File: src/design/awad_pkg.sv
// Shared constants and types for the windowed accelerometer average block.
`timescale 1ns / 1ps
`default_nettype none

package awad_pkg;

    // Fixed field widths.
    localparam int unsigned BYTE_W     = 8;
    localparam int unsigned NIBBLE_W   = 4;
    localparam int unsigned SENSOR_W   = 2;
    localparam int unsigned AXIS_W     = 12;
    localparam int unsigned THRESH_W   = 12;
    localparam int unsigned AXIS_COUNT = 3;

    localparam int unsigned AXIS_X = 0;
    localparam int unsigned AXIS_Y = 1;
    localparam int unsigned AXIS_Z = 2;

    // Build-time configuration.
    localparam int unsigned SENSOR_COUNT  = 4;
    localparam int unsigned WINDOW_LENGTH = 3;

    // Only sensor numbers that the two-bit field can carry get storage.
    localparam int unsigned SENSOR_SPAN = 1 << SENSOR_W;
    localparam int unsigned WIN_SENSORS =
        (SENSOR_COUNT < SENSOR_SPAN) ? SENSOR_COUNT : SENSOR_SPAN;
    localparam int unsigned SENS_IDX_W  =
        (WIN_SENSORS > 1) ? $clog2(WIN_SENSORS) : 1;
    localparam int unsigned SLOT_W      =
        (WINDOW_LENGTH > 1) ? $clog2(WINDOW_LENGTH) : 1;

    // Window sum, and the rounding numerator 2*|sum| + N.
    localparam int unsigned SUM_W = AXIS_W + $clog2(WINDOW_LENGTH);
    localparam int unsigned NUM_W = SUM_W + 1;

    // Exact floor division by 2*N via a rounded-up reciprocal.
    localparam int unsigned DIVISOR     = 2 * WINDOW_LENGTH;
    localparam int unsigned DIV_LOG     = $clog2(DIVISOR);
    localparam int unsigned RECIP_SHIFT = NUM_W + DIV_LOG;
    localparam int unsigned RECIP_W     = NUM_W + 2;
    localparam logic [63:0] RECIP_FULL  =
        ((64'd1 << RECIP_SHIFT) + 64'(DIVISOR) - 64'd1) / 64'(DIVISOR);
    localparam logic [RECIP_W-1:0] RECIP = RECIP_FULL[RECIP_W-1:0];
    localparam int unsigned PROD_W      = NUM_W + RECIP_W;

    typedef logic signed [AXIS_W-1:0] axis_t;
    typedef logic signed [SUM_W-1:0]  sum_t;
    typedef axis_t [AXIS_COUNT-1:0]   axis_vec_t;
    typedef sum_t  [AXIS_COUNT-1:0]   sum_vec_t;

    // Contents of the input register.
    typedef struct packed {
        logic                valid;
        logic [SENSOR_W-1:0] sensor_number;
        axis_vec_t           sample;
    } stage_t;

endpackage

`default_nettype wire

File: src/design/awad_if.sv
// Handshake channel interfaces: sensor readings, window averages, threshold writes.
`timescale 1ns / 1ps
`default_nettype none

interface awad_reading_if;
    logic                              valid;
    logic                              ready;
    logic [awad_pkg::SENSOR_W-1:0]     sensor_number;
    logic [awad_pkg::BYTE_W-1:0]       x_upper_byte;
    logic [awad_pkg::BYTE_W-1:0]       x_lower_byte;
    logic [awad_pkg::BYTE_W-1:0]       y_upper_byte;
    logic [awad_pkg::BYTE_W-1:0]       y_lower_byte;
    logic [awad_pkg::BYTE_W-1:0]       z_upper_byte;
    logic [awad_pkg::BYTE_W-1:0]       z_lower_byte;

    modport source (
        output valid, sensor_number, x_upper_byte, x_lower_byte,
               y_upper_byte, y_lower_byte, z_upper_byte, z_lower_byte,
        input  ready
    );
    modport sink (
        input  valid, sensor_number, x_upper_byte, x_lower_byte,
               y_upper_byte, y_lower_byte, z_upper_byte, z_lower_byte,
        output ready
    );
endinterface

interface awad_average_if;
    logic                              valid;
    logic                              ready;
    logic [awad_pkg::SENSOR_W-1:0]     out_sensor_number;
    logic signed [awad_pkg::AXIS_W-1:0] x_average;
    logic signed [awad_pkg::AXIS_W-1:0] y_average;
    logic signed [awad_pkg::AXIS_W-1:0] z_average;

    modport source (
        output valid, out_sensor_number, x_average, y_average, z_average,
        input  ready
    );
    modport sink (
        input  valid, out_sensor_number, x_average, y_average, z_average,
        output ready
    );
endinterface

interface awad_threshold_if;
    logic                              valid;
    logic                              ready;
    logic [awad_pkg::THRESH_W-1:0]     dead_zone_threshold;

    modport source (
        output valid, dead_zone_threshold,
        input  ready
    );
    modport sink (
        input  valid, dead_zone_threshold,
        output ready
    );
endinterface

`default_nettype wire

File: src/design/awad_ingress.sv
// Input register: takes a reading beat and assembles the three 12-bit axis samples.
`timescale 1ns / 1ps
`default_nettype none

module awad_ingress (
    input  logic             clk,
    input  logic             rst_n,
    awad_reading_if.sink     reading,
    input  logic             advance,
    output awad_pkg::stage_t stage
);

    logic                          valid_reg;
    logic                          valid_next;
    logic [awad_pkg::SENSOR_W-1:0] sensor_reg;
    awad_pkg::axis_vec_t           sample_reg;
    awad_pkg::axis_vec_t           sample_next;
    logic                          load;

    assign reading.ready = !valid_reg || advance;
    assign load          = reading.valid && reading.ready;

    // Upper byte gives bits 11..4, the top nibble of the lower byte bits 3..0.
    always_comb
    begin
        sample_next[awad_pkg::AXIS_X] = {reading.x_upper_byte,
            reading.x_lower_byte[awad_pkg::BYTE_W-1 -: awad_pkg::NIBBLE_W]};
        sample_next[awad_pkg::AXIS_Y] = {reading.y_upper_byte,
            reading.y_lower_byte[awad_pkg::BYTE_W-1 -: awad_pkg::NIBBLE_W]};
        sample_next[awad_pkg::AXIS_Z] = {reading.z_upper_byte,
            reading.z_lower_byte[awad_pkg::BYTE_W-1 -: awad_pkg::NIBBLE_W]};
    end

    always_comb
    begin
        valid_next = valid_reg;
        if (load)
        begin
            valid_next = 1'b1;
        end
        else if (advance)
        begin
            valid_next = 1'b0;
        end
    end

    always_ff @(posedge clk or negedge rst_n)
    begin
        if (!rst_n)
        begin
            valid_reg <= 1'b0;
        end
        else
        begin
            valid_reg <= valid_next;
        end
    end

    always_ff @(posedge clk)
    begin
        if (load)
        begin
            sensor_reg <= reading.sensor_number;
            sample_reg <= sample_next;
        end
    end

    assign stage.valid         = valid_reg;
    assign stage.sensor_number = sensor_reg;
    assign stage.sample        = sample_reg;

endmodule

`default_nettype wire

File: src/design/awad_window.sv
// Per-sensor sample windows, write slots and running sums.
`timescale 1ns / 1ps
`default_nettype none

module awad_window (
    input  logic                          clk,
    input  logic                          rst_n,
    input  logic                          update_en,
    input  logic [awad_pkg::SENSOR_W-1:0] sensor_number,
    input  awad_pkg::axis_vec_t           sample,
    output awad_pkg::sum_vec_t            sum_new,
    output logic                          in_range
);

    // One window word holds all three axes of a sample, since they are always
    // read and written together.
    awad_pkg::axis_vec_t win_reg [awad_pkg::WIN_SENSORS][awad_pkg::WINDOW_LENGTH];
    awad_pkg::sum_t  sum_reg [awad_pkg::WIN_SENSORS][awad_pkg::AXIS_COUNT];
    logic [awad_pkg::SLOT_W-1:0] slot_reg [awad_pkg::WIN_SENSORS];

    logic [awad_pkg::SENS_IDX_W-1:0] idx;
    logic [awad_pkg::SLOT_W-1:0]     slot;
    logic [awad_pkg::SLOT_W-1:0]     slot_next;
    awad_pkg::axis_t                 oldest [awad_pkg::AXIS_COUNT];

    assign in_range = 32'(sensor_number) < awad_pkg::SENSOR_COUNT;
    assign idx      = sensor_number[awad_pkg::SENS_IDX_W-1:0];
    assign slot     = slot_reg[idx];

    assign slot_next = (slot == awad_pkg::SLOT_W'(awad_pkg::WINDOW_LENGTH - 1))
                     ? '0 : slot + 1'b1;

    // The new sample replaces the oldest one, and the sum follows.
    always_comb
    begin
        for (int a = 0; a < awad_pkg::AXIS_COUNT; a++)
        begin
            oldest[a]  = win_reg[idx][slot][a];
            sum_new[a] = sum_reg[idx][a]
                       + awad_pkg::SUM_W'($signed(sample[a]))
                       - awad_pkg::SUM_W'(oldest[a]);
        end
    end

    always_ff @(posedge clk or negedge rst_n)
    begin
        if (!rst_n)
        begin
            for (int s = 0; s < awad_pkg::WIN_SENSORS; s++)
            begin
                slot_reg[s] <= '0;
                for (int a = 0; a < awad_pkg::AXIS_COUNT; a++)
                begin
                    sum_reg[s][a] <= '0;
                end
                for (int w = 0; w < awad_pkg::WINDOW_LENGTH; w++)
                begin
                    win_reg[s][w] <= '0;
                end
            end
        end
        else if (update_en && in_range)
        begin
            slot_reg[idx]      <= slot_next;
            win_reg[idx][slot] <= sample;
            for (int a = 0; a < awad_pkg::AXIS_COUNT; a++)
            begin
                sum_reg[idx][a] <= sum_new[a];
            end
        end
    end

endmodule

`default_nettype wire

File: src/design/awad_dead_zone.sv
// Threshold register, rounded window mean and dead-zone test for all three axes.
`timescale 1ns / 1ps
`default_nettype none

module awad_dead_zone (
    input  logic                clk,
    input  logic                rst_n,
    awad_threshold_if.sink      threshold,
    input  awad_pkg::sum_vec_t  sums,
    input  logic                in_range,
    output awad_pkg::axis_vec_t averages
);

    // Threshold is kept multiplied by the window length so it compares to the sum.
    logic [awad_pkg::SUM_W-1:0]  thr_scaled_reg;
    logic [awad_pkg::SUM_W-1:0]  thr_scaled_next;

    awad_pkg::sum_t              sum_val [awad_pkg::AXIS_COUNT];
    logic [awad_pkg::SUM_W-1:0]  mag     [awad_pkg::AXIS_COUNT];
    logic [awad_pkg::NUM_W-1:0]  num     [awad_pkg::AXIS_COUNT];
    logic [awad_pkg::PROD_W-1:0] prod    [awad_pkg::AXIS_COUNT];
    logic [awad_pkg::AXIS_W-1:0] quo     [awad_pkg::AXIS_COUNT];

    assign threshold.ready = 1'b1;
    assign thr_scaled_next = awad_pkg::SUM_W'(threshold.dead_zone_threshold)
                           * awad_pkg::SUM_W'(awad_pkg::WINDOW_LENGTH);

    always_ff @(posedge clk or negedge rst_n)
    begin
        if (!rst_n)
        begin
            thr_scaled_reg <= '0;
        end
        else if (threshold.valid)
        begin
            thr_scaled_reg <= thr_scaled_next;
        end
    end

    // Rounded magnitude is (2|sum| + N) / 2N, taken as a reciprocal product.
    always_comb
    begin
        for (int a = 0; a < awad_pkg::AXIS_COUNT; a++)
        begin
            sum_val[a] = sums[a];
            mag[a]     = sum_val[a][awad_pkg::SUM_W-1]
                       ? awad_pkg::SUM_W'(-sum_val[a]) : awad_pkg::SUM_W'(sum_val[a]);
            num[a]     = {mag[a], 1'b0} + awad_pkg::NUM_W'(awad_pkg::WINDOW_LENGTH);
            prod[a]    = awad_pkg::PROD_W'(num[a]) * awad_pkg::PROD_W'(awad_pkg::RECIP);
            quo[a]     = prod[a][awad_pkg::RECIP_SHIFT +: awad_pkg::AXIS_W];
            if (!in_range || (mag[a] < thr_scaled_reg))
            begin
                averages[a] = '0;
            end
            else if (sum_val[a][awad_pkg::SUM_W-1])
            begin
                averages[a] = -quo[a];
            end
            else
            begin
                averages[a] = quo[a];
            end
        end
    end

endmodule

`default_nettype wire

File: src/design/accel_window_average_deadzone.sv
// Top level of the windowed accelerometer average with dead zone.
// Path: an accepted reading sits in the input register, then in the result register.
// The window update, mean and dead zone are combinational between the two registers.
// Throughput: one reading per cycle while the result register is not stalled.
// Reset: rst_n clears the windows, write slots, sums, threshold and all valid flags at once.
// The threshold port is always ready; a write takes effect at the next cycle.
`timescale 1ns / 1ps
`default_nettype none

module accel_window_average_deadzone (
    input  logic            clk,
    input  logic            rst_n,
    awad_reading_if.sink    reading,
    awad_average_if.source  average,
    awad_threshold_if.sink  threshold
);

    // Stage one is the input register inside the ingress block. Stage two is the
    // result register below. Both move together whenever the result register is
    // empty or its beat is being taken, so a new reading is taken even while a
    // finished average waits downstream, as long as stage one is empty.
    awad_pkg::stage_t              stage;
    logic                          advance;
    awad_pkg::sum_vec_t            sum_new;
    logic                          in_range;
    awad_pkg::axis_vec_t           averages;

    logic                          out_valid_reg;
    logic                          out_valid_next;
    logic [awad_pkg::SENSOR_W-1:0] out_sensor_reg;
    awad_pkg::axis_vec_t           out_avg_reg;

    assign advance = !out_valid_reg || average.ready;

    awad_ingress u_ingress (
        .clk     (clk),
        .rst_n   (rst_n),
        .reading (reading),
        .advance (advance),
        .stage   (stage)
    );

    // The window state is written in the same cycle that the stage-one beat
    // moves on, so a reading of the same sensor right behind it sees the update.
    awad_window u_window (
        .clk           (clk),
        .rst_n         (rst_n),
        .update_en     (advance && stage.valid),
        .sensor_number (stage.sensor_number),
        .sample        (stage.sample),
        .sum_new       (sum_new),
        .in_range      (in_range)
    );

    // Out-of-range sensor numbers leave the state alone and report zeros.
    awad_dead_zone u_dead_zone (
        .clk       (clk),
        .rst_n     (rst_n),
        .threshold (threshold),
        .sums      (sum_new),
        .in_range  (in_range),
        .averages  (averages)
    );

    assign out_valid_next = advance ? stage.valid : out_valid_reg;

    always_ff @(posedge clk or negedge rst_n)
    begin
        if (!rst_n)
        begin
            out_valid_reg <= 1'b0;
        end
        else
        begin
            out_valid_reg <= out_valid_next;
        end
    end

    always_ff @(posedge clk)
    begin
        if (advance && stage.valid)
        begin
            out_sensor_reg <= stage.sensor_number;
            out_avg_reg    <= averages;
        end
    end

    assign average.valid             = out_valid_reg;
    assign average.out_sensor_number = out_sensor_reg;
    assign average.x_average         = out_avg_reg[awad_pkg::AXIS_X];
    assign average.y_average         = out_avg_reg[awad_pkg::AXIS_Y];
    assign average.z_average         = out_avg_reg[awad_pkg::AXIS_Z];

endmodule

`default_nettype wire

File: src/flat_wrapper.sv
// flat-port wrapper written by rule: the top's interface ports become plain ports
module accel_window_average_deadzone_flat 
  (clk, rst_n, reading_valid, reading_sensor_number, reading_x_upper_byte, reading_x_lower_byte, reading_y_upper_byte, reading_y_lower_byte, reading_z_upper_byte, reading_z_lower_byte, reading_ready, average_valid, average_out_sensor_number, average_x_average, average_y_average, average_z_average, average_ready, threshold_valid, threshold_dead_zone_threshold, threshold_ready);
  awad_reading_if reading_i ();
  awad_average_if average_i ();
  awad_threshold_if threshold_i ();
  input  logic clk;
  input  logic rst_n;
  input wire logic [$bits(reading_i.valid)-1:0] reading_valid;
  input wire logic [$bits(reading_i.sensor_number)-1:0] reading_sensor_number;
  input wire logic [$bits(reading_i.x_upper_byte)-1:0] reading_x_upper_byte;
  input wire logic [$bits(reading_i.x_lower_byte)-1:0] reading_x_lower_byte;
  input wire logic [$bits(reading_i.y_upper_byte)-1:0] reading_y_upper_byte;
  input wire logic [$bits(reading_i.y_lower_byte)-1:0] reading_y_lower_byte;
  input wire logic [$bits(reading_i.z_upper_byte)-1:0] reading_z_upper_byte;
  input wire logic [$bits(reading_i.z_lower_byte)-1:0] reading_z_lower_byte;
  output wire logic [$bits(reading_i.ready)-1:0] reading_ready;
  output wire logic [$bits(average_i.valid)-1:0] average_valid;
  output wire logic [$bits(average_i.out_sensor_number)-1:0] average_out_sensor_number;
  output wire logic [$bits(average_i.x_average)-1:0] average_x_average;
  output wire logic [$bits(average_i.y_average)-1:0] average_y_average;
  output wire logic [$bits(average_i.z_average)-1:0] average_z_average;
  input wire logic [$bits(average_i.ready)-1:0] average_ready;
  input wire logic [$bits(threshold_i.valid)-1:0] threshold_valid;
  input wire logic [$bits(threshold_i.dead_zone_threshold)-1:0] threshold_dead_zone_threshold;
  output wire logic [$bits(threshold_i.ready)-1:0] threshold_ready;
  assign reading_i.valid = reading_valid;
  assign reading_i.sensor_number = reading_sensor_number;
  assign reading_i.x_upper_byte = reading_x_upper_byte;
  assign reading_i.x_lower_byte = reading_x_lower_byte;
  assign reading_i.y_upper_byte = reading_y_upper_byte;
  assign reading_i.y_lower_byte = reading_y_lower_byte;
  assign reading_i.z_upper_byte = reading_z_upper_byte;
  assign reading_i.z_lower_byte = reading_z_lower_byte;
  assign reading_ready = reading_i.ready;
  assign average_valid = average_i.valid;
  assign average_out_sensor_number = average_i.out_sensor_number;
  assign average_x_average = average_i.x_average;
  assign average_y_average = average_i.y_average;
  assign average_z_average = average_i.z_average;
  assign average_i.ready = average_ready;
  assign threshold_i.valid = threshold_valid;
  assign threshold_i.dead_zone_threshold = threshold_dead_zone_threshold;
  assign threshold_ready = threshold_i.ready;
  accel_window_average_deadzone u_core (.clk(clk), .rst_n(rst_n), .reading(reading_i), .average(average_i), .threshold(threshold_i));
endmodule
File: config.mk
export PLATFORM = sky130hd
export DESIGN_NAME = accel_window_average_deadzone_flat
export DESIGN_NICKNAME = d
export VERILOG_FILES = /design/src/design/awad_pkg.sv /design/src/design/awad_if.sv /design/src/design/awad_ingress.sv /design/src/design/awad_window.sv /design/src/design/awad_dead_zone.sv /design/src/design/accel_window_average_deadzone.sv /design/src/flat_wrapper.sv
export SDC_FILE = /design/constraint.sdc
export NUM_CORES = 2
export LEC_CHECK = 0
export ABC_AREA = 1
export BUFFER_PORTS_ARGS = -buffer_cell sky130_fd_sc_hd__buf_2
export CAP_MARGIN = 10
export CORE_ASPECT_RATIO = 1.25
export CORE_UTILIZATION = 40
export DETAILED_ROUTE_END_ITERATION = 7
export GPL_TIMING_DRIVEN = 1
export SLEW_MARGIN = 20
export SYNTH_ARGS = -nofsm -noshare
export SYNTH_HDL_FRONTEND = slang
export SYNTH_SLANG_ARGS = --single-unit
File: constraint.sdc
create_clock -name clk -period 11.9 [get_ports clk]
set_clock_uncertainty 0.2 [all_clocks]
set_input_delay 1.19 -clock clk [delete_from_list [all_inputs] [get_ports clk]]
set_output_delay 1.19 -clock clk [all_outputs]
set_load 0.1 [all_outputs]
# Yosys cells after proc, flatten, opt, wreduce, memory -nomap -nowiden
# Index checks and enable logic that the tools add are counted.
# word_totals
ff_bits	700
latchBits	0
mem_bits_rw	0
romBits	0
input_bits	67
out_inout_bits	41
memories	0
# op_classes
addsub	16
mul	4
div	0
n_lt_le_gt_ge	7
eq_ne	1
shifts	0
n_mux	38
bitwise_logic	2
reduce_logical	9
# op_table
op	count
bitwise mux 168 bit	3
bitwise mux 432 bit	1
2-to-1 mux 108 bit	3
demux 42 bit (select 2 bit)	3
binary-select mux 108 bit (select 2 bit)	1
demux 108 bit (select 2 bit)	1
2-to-1 mux 42 bit	3
2-to-1 mux 36 bit	3
multiplier 15 x 16 -> 30 bit, second input constant	3
binary-select mux 42 bit (select 2 bit)	1
binary-select mux 36 bit (select 2 bit)	1
demux 36 bit (select 2 bit)	1
2-to-1 mux 14 bit	4
adder 15 x 2 -> 15 bit, second input constant	3
adder 14 x 12 -> 14 bit	3
< comparator 14 bit	3
negation 14 bit	3
subtractor 14 x 12 -> 14 bit	3
2-to-1 mux 12 bit	3
negation 12 bit	3
2-to-1 mux 28 bit	1
multiplier 12 x 2 -> 14 bit, second input constant	1
bitwise mux 8 bit	1
2-to-1 mux 2 bit	4
other kinds (12)	21

# Longest topological paths before layout
# logic_depth
ltp_word	15
ltp_mapped	68
depth_no_buf	66

# Hierarchy
# From an unflattened synthesis, not the netlist that was laid out.
# unflattened
cells_unflattened	6331
hier_area_um2	49742.7
# by_module_without_submodules
mod	instances	cells_each	area_each_um2
awad_window	1	3605	29624.7
awad_dead_zone	1	2637	17738.3
awad_ingress	1	45	1193.6
accel_window_average_deadzone	1	44	1186.1

# Worst setup path before layout
# Ideal clock, no wire load.
# synth_path
kind	register to register
startpoint	register u_core.u_ingress.sensor_reg[0] (netlist name)
endpoint	register u_core.out_avg_reg, in the netlist u_core.average.y_average[11] (data pin)
setup_ns	0.255
t_arrival_ns	9.698
required_ns	11.445
path_slack_ns	1.748
stages_incl_launch_ff	58
path_buffers	5
path_cell_list	edfxtp_1 > buf_6 > nor2_2 > clkbuf_1 > clkbuf_1 > clkbuf_1 > a221oi_1 > fa_1 > inv_1 > ha_1 > nand3_1 > nand3_1 > inv_1 > nor2_1 > nor2_1 > o21ai_0 > inv_1 > nand2_2 > [... 22 more ...] > inv_1 > ha_1 > nand2_1 > nor4_1 > nor3b_1 > nand4_1 > nand2_1 > nand2_1 > nand2_1 > nand2_1 > nand2_1 > nand2_1 > nor2_1 > nand3_1 > nand2_1 > nand3_1 > nand2_1 > nor2_1
# synth_via
elab_chain_len	15
word_cells_on_any_way	23
cone_classes	add/sub (5); mul (1); order compare (1); mux (14); bitwise (2)
# synth_lines
item	line_no	rtl
from (decl)	awad_ingress.sv:15	logic [awad_pkg::SENSOR_W-1:0] sensor_reg;
from (signal assigned)	awad_ingress.sv:63	sensor_reg <= reading.sensor_number;
NOT 2 -> 3 bit (implied by the code) *	awad_window.sv:28, awad_window.sv:38, awad_window.sv:39	
branches (longest 7 deep; another with adder 14 x 12 -> 14 bit)	n/a	
subtractor 14 x 12 -> 14 bit *	awad_window.sv:41	- awad_pkg::SUM_W'(oldest[a]);
negation 14 bit	awad_dead_zone.sv:47	? awad_pkg::SUM_W'(-sum_val[a]) : awad_pkg::SUM_W'(sum_val[a]);
2-to-1 mux 14 bit	awad_dead_zone.sv:47	
adder 15 x 2 -> 15 bit	awad_dead_zone.sv:48	num[a] = {mag[a], 1'b0} + awad_pkg::NUM_W'(awad_pkg::WINDOW_LENGTH);
multiplier 15 x 16 -> 30 bit	awad_dead_zone.sv:49	prod[a] = awad_pkg::PROD_W'(num[a]) * awad_pkg::PROD_W'(awad_pkg::RECIP);
negation 12 bit	awad_dead_zone.sv:57	averages[a] = -quo[a];
2-to-1 mux 12 bit	awad_dead_zone.sv:55	else if (sum_val[a][awad_pkg::SUM_W-1])
to (signal assigned)	accel_window_average_deadzone.sv:84	out_avg_reg <= averages;
to (decl)	accel_window_average_deadzone.sv:31	awad_pkg::axis_vec_t out_avg_reg;
# Mark *: on every way between the ends. The select of a mux whose other input is x is not followed.
# A chain may end at the register's enable or synchronous reset.

# Worst setup path in the final report
# layout_path
startpoint	register u_core.u_ingress.sensor_reg[0] (netlist name)
endpoint	register u_core.out_avg_reg, in the netlist u_core.average.z_average[10] (data pin)
# layout_via
elab_chain_len	15
word_cells_on_any_way	23
cone_classes	add/sub (5); mul (1); order compare (1); mux (14); bitwise (2)
# layout_lines
item	line_no
NOT 2 -> 3 bit (implied by the code) *	awad_window.sv:28, awad_window.sv:38, awad_window.sv:39
branches (longest 7 deep; another with adder 14 x 12 -> 14 bit)	n/a
subtractor 14 x 12 -> 14 bit *	awad_window.sv:41
negation 14 bit	awad_dead_zone.sv:47
2-to-1 mux 14 bit	awad_dead_zone.sv:47
adder 15 x 2 -> 15 bit	awad_dead_zone.sv:48
multiplier 15 x 16 -> 30 bit	awad_dead_zone.sv:49
negation 12 bit	awad_dead_zone.sv:57
2-to-1 mux 12 bit	awad_dead_zone.sv:55
# Marked as above.

==> summary.txt <==
Run status
  • Outcome: finished, final reports clean

Setup path
  • Crit path to: u_core.average.z_average[10]
  • CP arrival: around 11 ns
  • Crit-path max FO: 36
  • Beginning of the critical path: u_core.u_ingress.sensor_reg[0]
  • Cell repeated most along the worst path: inv_1
  • Crit path required time: 12.11 ns
  • Crit-path max cell delay: 0.52 ns
  • Worst R2R Path Depth: 55
  • Worst r2r dst: u_core.average.z_average[10]
  • R2R setup slack: 0.66 ns
  • Critical Path Source Type: register
  • CP Capture Type: register
  • Slowest CP cell: fa_1
  • Origin of the critical flop-to-flop path: u_core.u_ingress.sensor_reg[0]
  • Critical setup path kind: reg -> reg

Floorplan
  • Core region area: 117000 um^2
  • Starting Density: 0.405
  • Die width: between 300 and 400 um
  • Cell row count: 140
  • IO Pins: ~110
  • Die Span Y: 387 um
  • Die area: ~120000 um^2

Finish
  • Commonest non-fill, non-tap cell in the layout: nand2_1
  • Fillers: around 12000
  • Layout cells sized above 1: 0.0847
  • Max reg flops: approximately 430
  • Area grow syn2layout: 11.4%
  • Utilization after layout: 0.451
  • NumNets Final: 6351
  • Final std cell area, no fill: 52800 um^2
  • Commonest non-fill, non-tap cells in the layout: 1371 x nand2_1, 734 x inv_1, 679 x o21ai_0

Placement
  • Area of placed instances: approximately 50000 um^2
  • PortBufs: between 90 and 100
  • Hpwl dp: 90700 um
  • Placer's final routability congestion estimate: 0.915
  • Post-place setup slack: 0.178 ns

Timing
  • Worst slew pin tran: 0.992 ns
  • Unrepaired setup endpoints after global routing: yes
  • Fin crit period: 11.24 ns
  • Hold Violations, Final: 0
  • Worst Slack Setup Final: 0.665 ns
  • Slew HR: 0.339
  • Fmax: 0.0890 GHz
  • Endpoints failing setup: 0
  • Final Cycle Share: 0.944
  • Slew Viols, Final: 0
  • Fin Hold WS: 0.283 ns

Synth
  • Sequential area share after synthesis: 0.378
  • Multiplexer share of the synthesized area: 0
  • Post-synth top area share: 0.329
  • Synth Area in Compound Gates: 0.152
  • Top cells by area, synth: dfrtp_1 33%, nand2_1 11%, ha_1 11%, fa_1 9.4%, o21ai_0 7.2%
  • Post-Syn Area per Cell: 8.47 um^2
  • Count of cell types in the netlist: 62
  • Post-Synth XOR/XNOR Area: 0.0205
  • Yosys reg bits: 700
  • Simple-Gate Fraction of Synth Area: 0.167
  • EDFF count, synth: 76
  • Largest family of logic cells by synthesized area: adder cells
  • Ys flop type: dfrtp_1
  • Asr flop ratio synth: 0.891
  • Adder-Cell Fraction of Synth Area: 0.201
  • Cell taking the most area after synthesis: dfrtp_1
  • Synth warn: 0
  • Synthesized Nets: between 6000 and 7000
  • Post-Syn Instances: 5593
  • Mapped cell area: around 47000 um^2

Global route
  • Overflow after GRT: 0
  • Vias in the first global route: 37300
  • Largest net degree at the start of global routing: 163
  • Initial antenna violation count: 3
  • First-pass GRT wire length: between 200000 and 250000 um
  • Tot GR Track Use: 0.220

Route
  • First-pass DRT Iterations: 6
  • Initial DRC count: 3020
  • DR vias: around 38000
  • Residual DRC count: 0
  • Final WL: 130000 um
  • ANT nets after route: 0
  • Avg WL per Cell: around 18 um
  • Via-per-instance ratio: ~5.2

Clocking
  • TritonCTS clock tree: built
  • Clock sink count: 700
  • Root Driver: clkbuf_16
  • Worst skew pair latency: 0.69 ns
  • CTS Hold Bufs: 0
  • CTS Buf Count: 77
  • Max clock buf depth: 3
  • H-tree levels: 3
  • Clk pin slew, worst setup/hold paths: 0.06 ns

Job
  • MaxCap Viol Count: 0

Hold path
  • Critical hold path startpoint: u_core.u_window.win_reg[142]
  • HP Class: reg -> reg
[metrics by stage]
stage,setup TNS [ns],cells
global placement,0,7121
finish,0,7279
global route,-0.243,7278
floorplan,0,5593
detailed placement,0,7121
CTS,0,7259
[final cells by class]
cell class | count | area [um^2] | share of cell area
Multi-Input combinational cell | 3886 | 25800 | 0.489
Tap cell | 1562 | 1950 | 0.0370
Sequential cell | 700 | 17900 | 0.339
Timing Repair Buffer | 229 | 1680 | 0.0318
Clock inverter | 29 | 338 | 0.00640
Inverter | 761 | 2870 | 0.0543
Antenna cell | 3 | 7.51 | 0.000142
Clock buffer | 109 | 2230 | 0.0422
[cells by family after synthesis]
logic type | after synthesis
adders and majority gates | 629
other | 1
and+or+nand+nor | 1925
xor gates and xnor gates | 105
buffers and inverters | 1008
DFF | 700
AOI/OAI and AO/OA | 1225
[Yosys cell counts (25+ instances only)]
| master | instances |
|---|---|
| a221oi_1 | 42 |
| a31oi_1 | 36 |
| dfrtp_1 | 624 |
| fa_1 | 223 |
| a22oi_1 | 144 |
| inv_1 | 738 |
| nor3_1 | 27 |
| ha_1 | 406 |
| nor2_1 | 209 |
| a21oi_1 | 166 |
| xor2_1 | 73 |
| xnor2_1 | 25 |
| nand4_1 | 36 |
| a22o_1 | 27 |
| a221o_1 | 31 |
| clkbuf_1 | 220 |
| nand3_1 | 174 |
| nand2_1 | 1388 |
| edfxtp_1 | 76 |
| o21ai_0 | 684 |
[worst min path at each step]
stage	cells past startpoint	slack, ns	end
after floorplan	0	0.22	u_core.average.out_sensor_number[1]
after global placement	2	0.27	u_core.u_window.win_reg[109]
after detailed placement	2	0.27	u_core.u_window.win_reg[136]
after CTS	2	0.29	u_core.u_window.win_reg[136]
after global routing	2	0.30	u_core.u_window.win_reg[184]
final	2	0.28	u_core.u_window.win_reg[142]
[critical path: cells and delay by family (launching register included)]
| family | cells | cell delay [ns] |
|---|---|---|
| adders and majority gates | 10 | 4.04 |
| AOI/OAI and AO/OA | 5 | 1.33 |
| xor gates and xnor gates | 3 | 0.82 |
| buffers and inverters | 16 | 2.01 |
| DFF | 1 | 0.49 |
| and+or+nand+nor | 21 | 2.04 |
[repair_timing]
| item | in CTS | in global routing |
|---|---|---|
| setup buffers | 0 | 16 |
| resized for setup | 0 | 46 |
| setup endpoints to repair | 0 | 31 |
[per-layer routing]
metal  track usage  wire length [um]  vias up
met1         0.291             56900    18300
met4        0.0880              5100        0
met2         0.364             61300      936
met5             0                 0        -
met3        0.0268              6630      184
li1              -                 -    18500
Power is left out: the tool's default activity adds up to more than one toggle a clock period on the data nets, which glitch-free logic cannot reach.
